[config.mk]
export PLATFORM = sky130hd
export DESIGN_NAME = joystick_axis_conditioner
export DESIGN_NICKNAME = d
export VERILOG_FILES = /design/src/rtl/core/jac_pkg.sv /design/src/rtl/core/joystick_axis_conditioner.sv /design/src/rtl/core/jac_divider.sv
export SDC_FILE = /design/constraint.sdc
export NUM_CORES = 1
export LEC_CHECK = 0
export ABC_AREA = 1
export BUFFER_PORTS_ARGS = -buffer_cell sky130_fd_sc_hd__clkbuf_2
export CORE_ASPECT_RATIO = 1.4
export CORE_UTILIZATION = 51
export DETAILED_ROUTE_END_ITERATION = 8
export HOLD_SLACK_MARGIN = 0.1
export PLACE_DENSITY = 0.69
export RECOVER_POWER = 50
export SLEW_MARGIN = 20
export SYNTH_ARGS = -nofsm -noshare
export SYNTH_HDL_FRONTEND = slang
export SYNTH_SLANG_ARGS = --single-unit
[constraint.sdc]
create_clock -name clock -period 4.6 [get_ports clock]
set_input_delay 0.23 -clock clock [delete_from_list [all_inputs] [get_ports clock]]
set_output_delay 0.23 -clock clock [all_outputs]
set_load 0.03 [all_outputs]
[src/rtl/core/jac_pkg.sv]
// Package for the joystick axis conditioner: widths, axis slots, register indexes,
// reset values, direction bits, axis side codes, the state encoding of the
// sequencer and the divider handshake. No dependencies.
`default_nettype none

package jac_pkg;

   localparam int SAMPLE_BITS = 12;
   localparam int DIR_BITS    = 6;
   localparam int XV_BITS     = 11;
   localparam int YV_BITS     = 11;
   localparam int ZV_BITS     = 9;
   localparam int XY_SHIFT    = 1;
   localparam int Z_SHIFT     = 3;
   localparam int NUM_AXES    = 3;
   localparam int AXIS_BITS   = 2;
   localparam int CSR_IDX_BITS = 3;
   localparam int DIV_CNT_BITS = $clog2(SAMPLE_BITS + 1);

   // Axis slots
   localparam logic [AXIS_BITS-1:0] AXIS_X = 2'd0;
   localparam logic [AXIS_BITS-1:0] AXIS_Y = 2'd1;
   localparam logic [AXIS_BITS-1:0] AXIS_Z = 2'd2;

   // Register indexes
   localparam logic [CSR_IDX_BITS-1:0] CSR_NEG_END   = 3'd0;
   localparam logic [CSR_IDX_BITS-1:0] CSR_NEG_START = 3'd1;
   localparam logic [CSR_IDX_BITS-1:0] CSR_POS_START = 3'd2;
   localparam logic [CSR_IDX_BITS-1:0] CSR_POS_END   = 3'd3;
   localparam logic [CSR_IDX_BITS-1:0] CSR_STEP_DIV  = 3'd4;
   localparam logic [CSR_IDX_BITS-1:0] CSR_SAT_VALUE = 3'd5;

   // Register reset values
   localparam logic [SAMPLE_BITS-1:0] RST_NEG_END   = SAMPLE_BITS'(100);
   localparam logic [SAMPLE_BITS-1:0] RST_NEG_START = SAMPLE_BITS'(1900);
   localparam logic [SAMPLE_BITS-1:0] RST_POS_START = SAMPLE_BITS'(2200);
   localparam logic [SAMPLE_BITS-1:0] RST_POS_END   = SAMPLE_BITS'(4000);
   localparam logic [SAMPLE_BITS-1:0] RST_STEP_DIV  = SAMPLE_BITS'(8);
   localparam logic [SAMPLE_BITS-1:0] RST_SAT_VALUE = SAMPLE_BITS'(255);

   // Direction bit positions
   localparam int DIR_LEFT  = 0;
   localparam int DIR_RIGHT = 1;
   localparam int DIR_UP    = 2;
   localparam int DIR_DOWN  = 3;
   localparam int DIR_TELE  = 4;
   localparam int DIR_WIDE  = 5;

   typedef enum logic [1:0] {
      SIDE_NONE = 2'd0,
      SIDE_NEG  = 2'd1,
      SIDE_POS  = 2'd2
   } side_type;

   typedef enum logic [3:0] {
      ST_IDLE   = 4'b0001,
      ST_SETUP  = 4'b0010,
      ST_DIVIDE = 4'b0100,
      ST_EMIT   = 4'b1000
   } state_type;

   // Handshake between the sequencer and the shared divider
   typedef struct packed {
      logic busy;
      logic done;
   } div_status_type;

endpackage

`default_nettype wire

[src/rtl/core/joystick_axis_conditioner.sv]
// Joystick axis conditioner top level: sequencer, threshold checks, report
// decision and result register. Depends on jac_pkg and jac_divider.
//
// Takes one request holding an averaged sample per axis (X, Y, Z) and works
// through the axes one after another on a single shared 12-step divider. Each
// axis goes through a setup step, twelve divide steps and a capture; req_ready is
// low from acceptance to the report decision. A report, when one is made, sits in
// the result register until taken, and the next request is accepted while it
// waits. If that next request finishes while the old report is still held, the
// block holds in its final step until the result register frees. Configuration
// registers are written through the csr_ port with no wait; the user must write
// them only while idle, as the block itself does not enforce it.
`default_nettype none

module joystick_axis_conditioner
   import jac_pkg::*;
(
   input  wire logic                    clock,
   input  wire logic                    reset,
   // request channel
   input  wire logic                    req_valid,
   output logic                         req_ready,
   input  wire logic [SAMPLE_BITS-1:0]  req_x_sample,
   input  wire logic [SAMPLE_BITS-1:0]  req_y_sample,
   input  wire logic [SAMPLE_BITS-1:0]  req_z_sample,
   // result channel
   output logic                         rsp_valid,
   input  wire logic                    rsp_ready,
   output logic [DIR_BITS-1:0]          rsp_direction_bits,
   output logic [XV_BITS-1:0]           rsp_x_value,
   output logic [YV_BITS-1:0]           rsp_y_value,
   output logic [ZV_BITS-1:0]           rsp_z_value,
   // configuration write port
   input  wire logic                    csr_wr_en,
   input  wire logic [CSR_IDX_BITS-1:0] csr_index,
   input  wire logic [SAMPLE_BITS-1:0]  csr_wr_data
);

   // Configuration registers
   logic [SAMPLE_BITS-1:0] neg_end_ff, neg_start_ff, pos_start_ff, pos_end_ff;
   logic [SAMPLE_BITS-1:0] step_div_ff, sat_value_ff;

   // Sequencer
   state_type               state_ff, state_in;
   logic [AXIS_BITS-1:0]    axis_ff, axis_in;
   logic                    sat_ff, sat_in;
   logic [SAMPLE_BITS-1:0]  samp_ff [NUM_AXES];
   logic [SAMPLE_BITS-1:0]  samp_in [NUM_AXES];
   logic [SAMPLE_BITS-1:0]  mag_ff  [NUM_AXES];
   logic [SAMPLE_BITS-1:0]  mag_in  [NUM_AXES];
   side_type                side_ff [NUM_AXES];
   side_type                side_in [NUM_AXES];

   // History
   logic [DIR_BITS-1:0]     last_dir_ff, last_dir_in;
   logic [XV_BITS-1:0]      last_x_ff, last_x_in;
   logic [YV_BITS-1:0]      last_y_ff, last_y_in;
   logic [ZV_BITS-1:0]      last_z_ff, last_z_in;

   // Result register
   logic                    rsp_valid_ff, rsp_valid_in;
   logic [DIR_BITS-1:0]     rsp_dir_ff, rsp_dir_in;
   logic [XV_BITS-1:0]      rsp_x_ff, rsp_x_in;
   logic [YV_BITS-1:0]      rsp_y_ff, rsp_y_in;
   logic [ZV_BITS-1:0]      rsp_z_ff, rsp_z_in;

   // Divider hookup
   logic                    div_start;
   logic [SAMPLE_BITS-1:0]  div_dividend;
   div_status_type          div_status;
   logic [SAMPLE_BITS-1:0]  div_quotient;

   // Setup-cycle classification of the current axis
   logic [SAMPLE_BITS-1:0]  cur_samp;
   logic                    is_neg, is_pos;

   // Report decision
   logic [DIR_BITS-1:0]     dir;
   logic [XV_BITS-1:0]      xv;
   logic [YV_BITS-1:0]      yv;
   logic [ZV_BITS-1:0]      zv;
   logic                    slot_free;
   logic                    report;

   jac_divider u_divider (
      .clock    (clock),
      .reset    (reset),
      .start    (div_start),
      .dividend (div_dividend),
      .divisor  (step_div_ff),
      .status   (div_status),
      .quotient (div_quotient)
   );

   // Configuration writes; indexes past the list are dropped
   always_ff @(posedge clock) begin
      if (reset) begin
         neg_end_ff   <= RST_NEG_END;
         neg_start_ff <= RST_NEG_START;
         pos_start_ff <= RST_POS_START;
         pos_end_ff   <= RST_POS_END;
         step_div_ff  <= RST_STEP_DIV;
         sat_value_ff <= RST_SAT_VALUE;
      end else if (csr_wr_en) begin
         case (csr_index)
            CSR_NEG_END:   neg_end_ff   <= csr_wr_data;
            CSR_NEG_START: neg_start_ff <= csr_wr_data;
            CSR_POS_START: pos_start_ff <= csr_wr_data;
            CSR_POS_END:   pos_end_ff   <= csr_wr_data;
            CSR_STEP_DIV:  step_div_ff  <= csr_wr_data;
            CSR_SAT_VALUE: sat_value_ff <= csr_wr_data;
            default: ;
         endcase
      end
   end

   // Classify the current axis: the negative test wins where levels overlap
   assign cur_samp = samp_ff[axis_ff];
   assign is_neg   = (cur_samp <= neg_start_ff);
   assign is_pos   = !is_neg && (cur_samp >= pos_start_ff);

   always_comb begin
      if (is_neg) begin
         div_dividend = neg_start_ff - cur_samp;
      end else if (is_pos) begin
         div_dividend = cur_samp - pos_start_ff;
      end else begin
         div_dividend = '0;
      end
   end

   // Pack directions and shift the magnitudes
   assign dir[DIR_LEFT]  = (side_ff[AXIS_X] == SIDE_NEG);
   assign dir[DIR_RIGHT] = (side_ff[AXIS_X] == SIDE_POS);
   assign dir[DIR_UP]    = (side_ff[AXIS_Y] == SIDE_POS);
   assign dir[DIR_DOWN]  = (side_ff[AXIS_Y] == SIDE_NEG);
   assign dir[DIR_TELE]  = (side_ff[AXIS_Z] == SIDE_POS);
   assign dir[DIR_WIDE]  = (side_ff[AXIS_Z] == SIDE_NEG);

   assign xv = XV_BITS'(mag_ff[AXIS_X] >> XY_SHIFT);
   assign yv = YV_BITS'(mag_ff[AXIS_Y] >> XY_SHIFT);
   assign zv = ZV_BITS'(mag_ff[AXIS_Z] >> Z_SHIFT);

   assign slot_free = !rsp_valid_ff || rsp_ready;

   always_comb begin
      state_in     = state_ff;
      axis_in      = axis_ff;
      sat_in       = sat_ff;
      samp_in      = samp_ff;
      mag_in       = mag_ff;
      side_in      = side_ff;
      last_dir_in  = last_dir_ff;
      last_x_in    = last_x_ff;
      last_y_in    = last_y_ff;
      last_z_in    = last_z_ff;
      rsp_valid_in = rsp_valid_ff && !rsp_ready;
      rsp_dir_in   = rsp_dir_ff;
      rsp_x_in     = rsp_x_ff;
      rsp_y_in     = rsp_y_ff;
      rsp_z_in     = rsp_z_ff;
      div_start    = 1'b0;
      report       = 1'b0;

      case (state_ff)
         ST_IDLE: begin
            // latch all three samples and start with X
            if (req_valid) begin
               samp_in[AXIS_X] = req_x_sample;
               samp_in[AXIS_Y] = req_y_sample;
               samp_in[AXIS_Z] = req_z_sample;
               axis_in         = AXIS_X;
               state_in        = ST_SETUP;
            end
         end

         ST_SETUP: begin
            if (is_neg) begin
               side_in[axis_ff] = SIDE_NEG;
               sat_in           = (cur_samp <= neg_end_ff);
            end else if (is_pos) begin
               side_in[axis_ff] = SIDE_POS;
               sat_in           = (cur_samp >= pos_end_ff);
            end else begin
               side_in[axis_ff] = SIDE_NONE;
               sat_in           = 1'b0;
            end
            div_start = 1'b1;
            state_in  = ST_DIVIDE;
         end

         ST_DIVIDE: begin
            // capture the magnitude, then advance to the next axis or, after Z, to emit
            if (div_status.done) begin
               if (side_ff[axis_ff] == SIDE_NONE) begin
                  mag_in[axis_ff] = '0;
               end else if (sat_ff) begin
                  mag_in[axis_ff] = sat_value_ff;
               end else begin
                  mag_in[axis_ff] = div_quotient;
               end
               if (axis_ff == AXIS_Z) begin
                  state_in = ST_EMIT;
               end else begin
                  axis_in  = axis_ff + AXIS_BITS'(1);
                  state_in = ST_SETUP;
               end
            end
         end

         ST_EMIT: begin
            // hold until the result register can take a new report
            if (slot_free) begin
               if (dir == '0) begin
                  // back to center: one all-zero report, then clear history
                  if (last_dir_ff != '0) begin
                     report      = 1'b1;
                     last_dir_in = '0;
                     last_x_in   = '0;
                     last_y_in   = '0;
                     last_z_in   = '0;
                  end
               end else if (dir == last_dir_ff) begin
                  if ((dir[DIR_LEFT] || dir[DIR_RIGHT]) && xv != last_x_ff) begin
                     report    = 1'b1;
                     last_x_in = xv;
                  end
                  if ((dir[DIR_UP] || dir[DIR_DOWN]) && yv != last_y_ff) begin
                     report    = 1'b1;
                     last_y_in = yv;
                  end
                  if ((dir[DIR_TELE] || dir[DIR_WIDE]) && zv != last_z_ff) begin
                     report    = 1'b1;
                     last_z_in = zv;
                  end
               end else begin
                  // new direction set: old values stay for later compares
                  report      = 1'b1;
                  last_dir_in = dir;
               end

               if (report) begin
                  rsp_valid_in = 1'b1;
                  rsp_dir_in   = dir;
                  if (dir == '0) begin
                     rsp_x_in = '0;
                     rsp_y_in = '0;
                     rsp_z_in = '0;
                  end else begin
                     rsp_x_in = xv;
                     rsp_y_in = yv;
                     rsp_z_in = zv;
                  end
               end
               state_in = ST_IDLE;
            end
         end

         default: begin
            state_in = ST_IDLE;
         end
      endcase
   end

   always_ff @(posedge clock) begin
      if (reset) begin
         state_ff     <= ST_IDLE;
         axis_ff      <= AXIS_X;
         last_dir_ff  <= '0;
         last_x_ff    <= '0;
         last_y_ff    <= '0;
         last_z_ff    <= '0;
         rsp_valid_ff <= 1'b0;
      end else begin
         state_ff     <= state_in;
         axis_ff      <= axis_in;
         last_dir_ff  <= last_dir_in;
         last_x_ff    <= last_x_in;
         last_y_ff    <= last_y_in;
         last_z_ff    <= last_z_in;
         rsp_valid_ff <= rsp_valid_in;
      end
      sat_ff     <= sat_in;
      samp_ff    <= samp_in;
      mag_ff     <= mag_in;
      side_ff    <= side_in;
      rsp_dir_ff <= rsp_dir_in;
      rsp_x_ff   <= rsp_x_in;
      rsp_y_ff   <= rsp_y_in;
      rsp_z_ff   <= rsp_z_in;
   end

   assign req_ready          = (state_ff == ST_IDLE);
   assign rsp_valid          = rsp_valid_ff;
   assign rsp_direction_bits = rsp_dir_ff;
   assign rsp_x_value        = rsp_x_ff;
   assign rsp_y_value        = rsp_y_ff;
   assign rsp_z_value        = rsp_z_ff;

endmodule

`default_nettype wire

[src/rtl/core/jac_divider.sv]
// Shared restoring divider: one quotient bit per cycle, SAMPLE_BITS steps.
// Depends on jac_pkg.
`default_nettype none

module jac_divider
   import jac_pkg::*;
(
   input  wire logic                   clock,
   input  wire logic                   reset,
   input  wire logic                   start,
   input  wire logic [SAMPLE_BITS-1:0] dividend,
   input  wire logic [SAMPLE_BITS-1:0] divisor,
   output div_status_type              status,
   output logic [SAMPLE_BITS-1:0]      quotient
);

   logic                    busy_ff, busy_in;
   logic                    done_ff, done_in;
   logic [DIV_CNT_BITS-1:0] cnt_ff, cnt_in;
   logic [SAMPLE_BITS-1:0]  rem_ff, rem_in;
   logic [SAMPLE_BITS-1:0]  quo_ff, quo_in;
   logic [SAMPLE_BITS-1:0]  dsr_ff, dsr_in;
   logic [SAMPLE_BITS:0]    trial;
   logic [SAMPLE_BITS:0]    diff;

   assign trial = {rem_ff, quo_ff[SAMPLE_BITS-1]};
   assign diff  = trial - {1'b0, dsr_ff};

   always_comb begin
      busy_in = busy_ff;
      done_in = 1'b0;
      cnt_in  = cnt_ff;
      rem_in  = rem_ff;
      quo_in  = quo_ff;
      dsr_in  = dsr_ff;
      if (start) begin
         busy_in = 1'b1;
         cnt_in  = DIV_CNT_BITS'(SAMPLE_BITS);
         rem_in  = '0;
         quo_in  = dividend;
         // a zero divisor acts as one
         dsr_in  = (divisor == '0) ? SAMPLE_BITS'(1) : divisor;
      end else if (busy_ff) begin
         if (!diff[SAMPLE_BITS]) begin
            rem_in = diff[SAMPLE_BITS-1:0];
            quo_in = {quo_ff[SAMPLE_BITS-2:0], 1'b1};
         end else begin
            rem_in = trial[SAMPLE_BITS-1:0];
            quo_in = {quo_ff[SAMPLE_BITS-2:0], 1'b0};
         end
         cnt_in = cnt_ff - DIV_CNT_BITS'(1);
         if (cnt_ff == DIV_CNT_BITS'(1)) begin
            busy_in = 1'b0;
            done_in = 1'b1;
         end
      end
   end

   always_ff @(posedge clock) begin
      if (reset) begin
         busy_ff <= 1'b0;
         done_ff <= 1'b0;
         cnt_ff  <= '0;
      end else begin
         busy_ff <= busy_in;
         done_ff <= done_in;
         cnt_ff  <= cnt_in;
      end
      rem_ff <= rem_in;
      quo_ff <= quo_in;
      dsr_ff <= dsr_in;
   end

   assign status.busy = busy_ff;
   assign status.done = done_ff;
   assign quotient    = quo_ff;

endmodule

`default_nettype wire

==> impl_metrics.json <==
{
  "start_util": 0.522,
  "synth_edf_count": 135,
  "whs_ns": 0.120,
  "cts_tree": "built",
  "ant_nets": 0,
  "postLayoutSetupSlackWorst_ns": 0.824,
  "syn_area_um2": 13700,
  "fin_util": 0.595,
  "grt_max_degree": 72,
  "yosysSeqAreaShare": 0.490,
  "setup-tns-final_ns": 0,
  "clkPwrFrac": 0.318,
  "worst_slew_pin_slew_ns": 2.56,
  "maxSlewViolCount": 140,
  "yosys_register_bits": 268,
  "cap_violations": 3,
  "stdcell_count": 2110,
  "rows": 70,
  "worst_slew_margin_rel": -0.718,
  "finalWirelength_um": 34300,
  "switchingPower_mw": 2.35,
  "synth.avg_cell_area_um2": 8.28,
  "yosysMostFrequentCell": "nand2_1",
  "io_buffer_count": 94,
  "die_area_um2": 27600,
  "pwr-share-seq": 0.397,
  "core_um2": 26300,
  "post-route-period-util": 0.821,
  "cts_resized": 0,
  "dp_hpwl_um": 24800,
  "cts_root_buf": "clkbuf_16",
  "drive_gt1_frac": 0.0840,
  "grt_overflow": 0,
  "wl_per_cell_um": 16.2,
  "hold_violations": 0,
  "comb_power_share": 0.285,
  "cp.arrival_ns": 4.17,
  "grt_pass1_vias": 10800,
  "grt_pass1_wl_um": 53900,
  "drcViolationCount": 0,
  "clk_pin_slew_ns": 0.07,
  "track_usage": 0.250,
  "synth_largest_area_cell": "edfxtp_1",
  "setup_viol": 0,
  "critPathKind": "in2reg",
  "dp_worst_setup_slack_ns": 1.05,
  "powerDensity_nw_per_um2": 448,
  "min_path_type": "in2reg",
  "ys_warn_count": 0,
  "outcome": "finished with violations",
  "fmax_ghz": 0.265,
  "synthDistinctLibCells": 48,
  "cp-start-kind": "input port",
  "gp_congestion": 0.928,
  "pin_count": 95,
  "drtPass1Iterations": 5,
  "synthToLayoutAreaGrowth_pct": 14.0,
  "switching_share": 0.336,
  "htreeDepth": 1,
  "worstSkewPairLatency_ns": 0.54,
  "critPathRequiredTime_ns": 5.00,
  "avgViaCountPerCell": 5.27,
  "cts_buffer_depth": 3,
  "async_reset_ff_frac": 0,
  "ys_top_cells_by_area": "edfxtp_1 (30%), dfxtp_1 (19%), nand2_1 (10%), ha_1 (6.5%), inv_1 (6.2%)",
  "synth_flop_cell": "edfxtp_1",
  "cp_max_fo": 71,
  "antenna_cells": 0,
  "vias": 11100,
  "cts_sinks": 268,
  "numCtsBuffers": 26,
  "placed_cells": 2016,
  "dr.first_iter.drc_count": 634,
  "p_int_mw": 4.65,
  "synth_common_cells": "nand2_1 (375), inv_1 (226), nor2_1 (182)",
  "rrSetupSlack_ns": 0.88,
  "power.leakage_nw": 7.00,
  "timing.final.crit_period_ns": 3.78,
  "nets": 1896,
  "synth_top_area_share": 0.296,
  "die_w_um": 141,
  "synthCells": 1655,
  "violations": "capacitance limit, slew limit",
  "skew_ns": 0.0213,
  "die_h_um": 196,
  "rsz0062_at_grt": "no",
  "antenna_found_initial": 0,
  "cp-end-kind": "register",
  "syn_nets": 1785,
  "irDropWorstVdd_uv": 397
}
==> logic make-up after synthesis <==
group | after synthesis | share of synthesized area
AO/OA/AOI/OAI | 293 | 0.119
XOR/XNOR | 42 | 0.0268
AND/OR/NAND/NOR | 670 | 0.201
adder cells (fa/ha/maj) | 74 | 0.0692
flip-flops | 268 | 0.490
multiplexers | 8 | 0.00657
buffers and inverters | 300 | 0.0872
==> per-layer routing <==
layer	global-route usage	part of all wire	vias to the layer above
met5	0	0	-
met4	0.136	0.052	0
li1	-	-	5606
met2	0.457	0.50	262
met3	0.0268	0.039	77
met1	0.284	0.40	5166
==> power groups by stage <==
| stage | Combinational, mW | Clock (mW) | Sequential [mW] |
|---|---|---|---|
| finish | 2.00 | 2.23 | 2.78 |
| global route | 2.21 | 2.35 | 2.80 |
| CTS | 1.99 | 2.25 | 2.78 |
| detailed placement | 1.95 | 0 | 2.84 |
| global placement | 1.92 | 0 | 2.83 |
| floorplan | 1.46 | 0 | 2.81 |
==> final timing paths <==
path | start | end | cells after the start
max | reset | step_div_ff[8]$_SDFFE_PP0P_ | 5
min | csr_index[2] | step_div_ff[3]$_SDFFE_PP1P_ | 4
max reg2reg | axis_ff[0]$_SDFFE_PP0P_ | u_divider.quotient[10]$_DFFE_PP_ | 19
min reg2reg | step_div_ff[5]$_SDFFE_PP0P_ | u_divider.dsr_ff[5]$_SDFFCE_PN0P_ | 0
==> area by class of cell <==
class	instances	area (µm²)
fillers	2364	10600
flip-flops and latches	268	6720
multi-input cells	1087	5790
repair buffers	143	915
inverters	240	902
clock buffers	37	773
well taps	324	405
clock inverters	11	130
==> flip-flops by register name (all words and copies together) (netlist names), 9 cells and up, named ones only <==
name                cells
last_y_ff              11
sat_value_ff           11
rsp_y_value            11
u_divider.quotient     12
last_z_ff               9
rsp_x_value            11
pos_start_ff           12
mag_ff                 31
rsp_z_value             9
neg_end_ff             12
last_x_ff              11
samp_ff                36
step_div_ff            12
u_divider.dsr_ff       12
neg_start_ff           12
u_divider.rem_ff       12
pos_end_ff             12
==> critical path, cell delays in order <==
cell and delay, ns:
clkbuf_2 0.48, clkinvlp_2 2.14, clkbuf_1 0.96, o21ai_0 0.25
a21oi_1 0.06
==> cells in the final DEF (no fill, tap or decap), types with 6 or more instances in the layout <==
cell type	netlist	layout
xnor2_1	25	25
edfxtp_1	135	135
o21bai_1	6	6
nor3_1	5	8
clkbuf_2	0	55
xor2_1	17	17
nand2_1	375	375
o211ai_1	10	10
dlygate4sd3_1	0	45
ha_1	71	71
inv_2	13	9
nand3_1	63	64
nor2_1	182	181
clkbuf_1	43	45
nand2_2	9	9
clkbuf_8	0	6
nand4_1	19	19
mux2_2	8	8
a21oi_1	127	126
a21oi_2	7	7
a221oi_1	12	12
inv_1	226	227
o21ai_1	31	30
o21ai_0	85	86
clkbuf_16	0	27
dfxtp_1	133	133
==> stage by stage <==
step                      power [mW]  instance area [µm²]
after floorplan                 4.27                13700
after global placement          4.75                14300
after detailed placement        4.78                14300
after CTS                       7.02                15700
after global routing            7.35                15600
final                           7.00                15600
==> what timing repair did <==
action	in CTS	in global routing
hold buffers	45	0
setup buffers	0	0
hold endpoints to repair	52	0
Note: power is estimated with default switching activity, not from simulation.
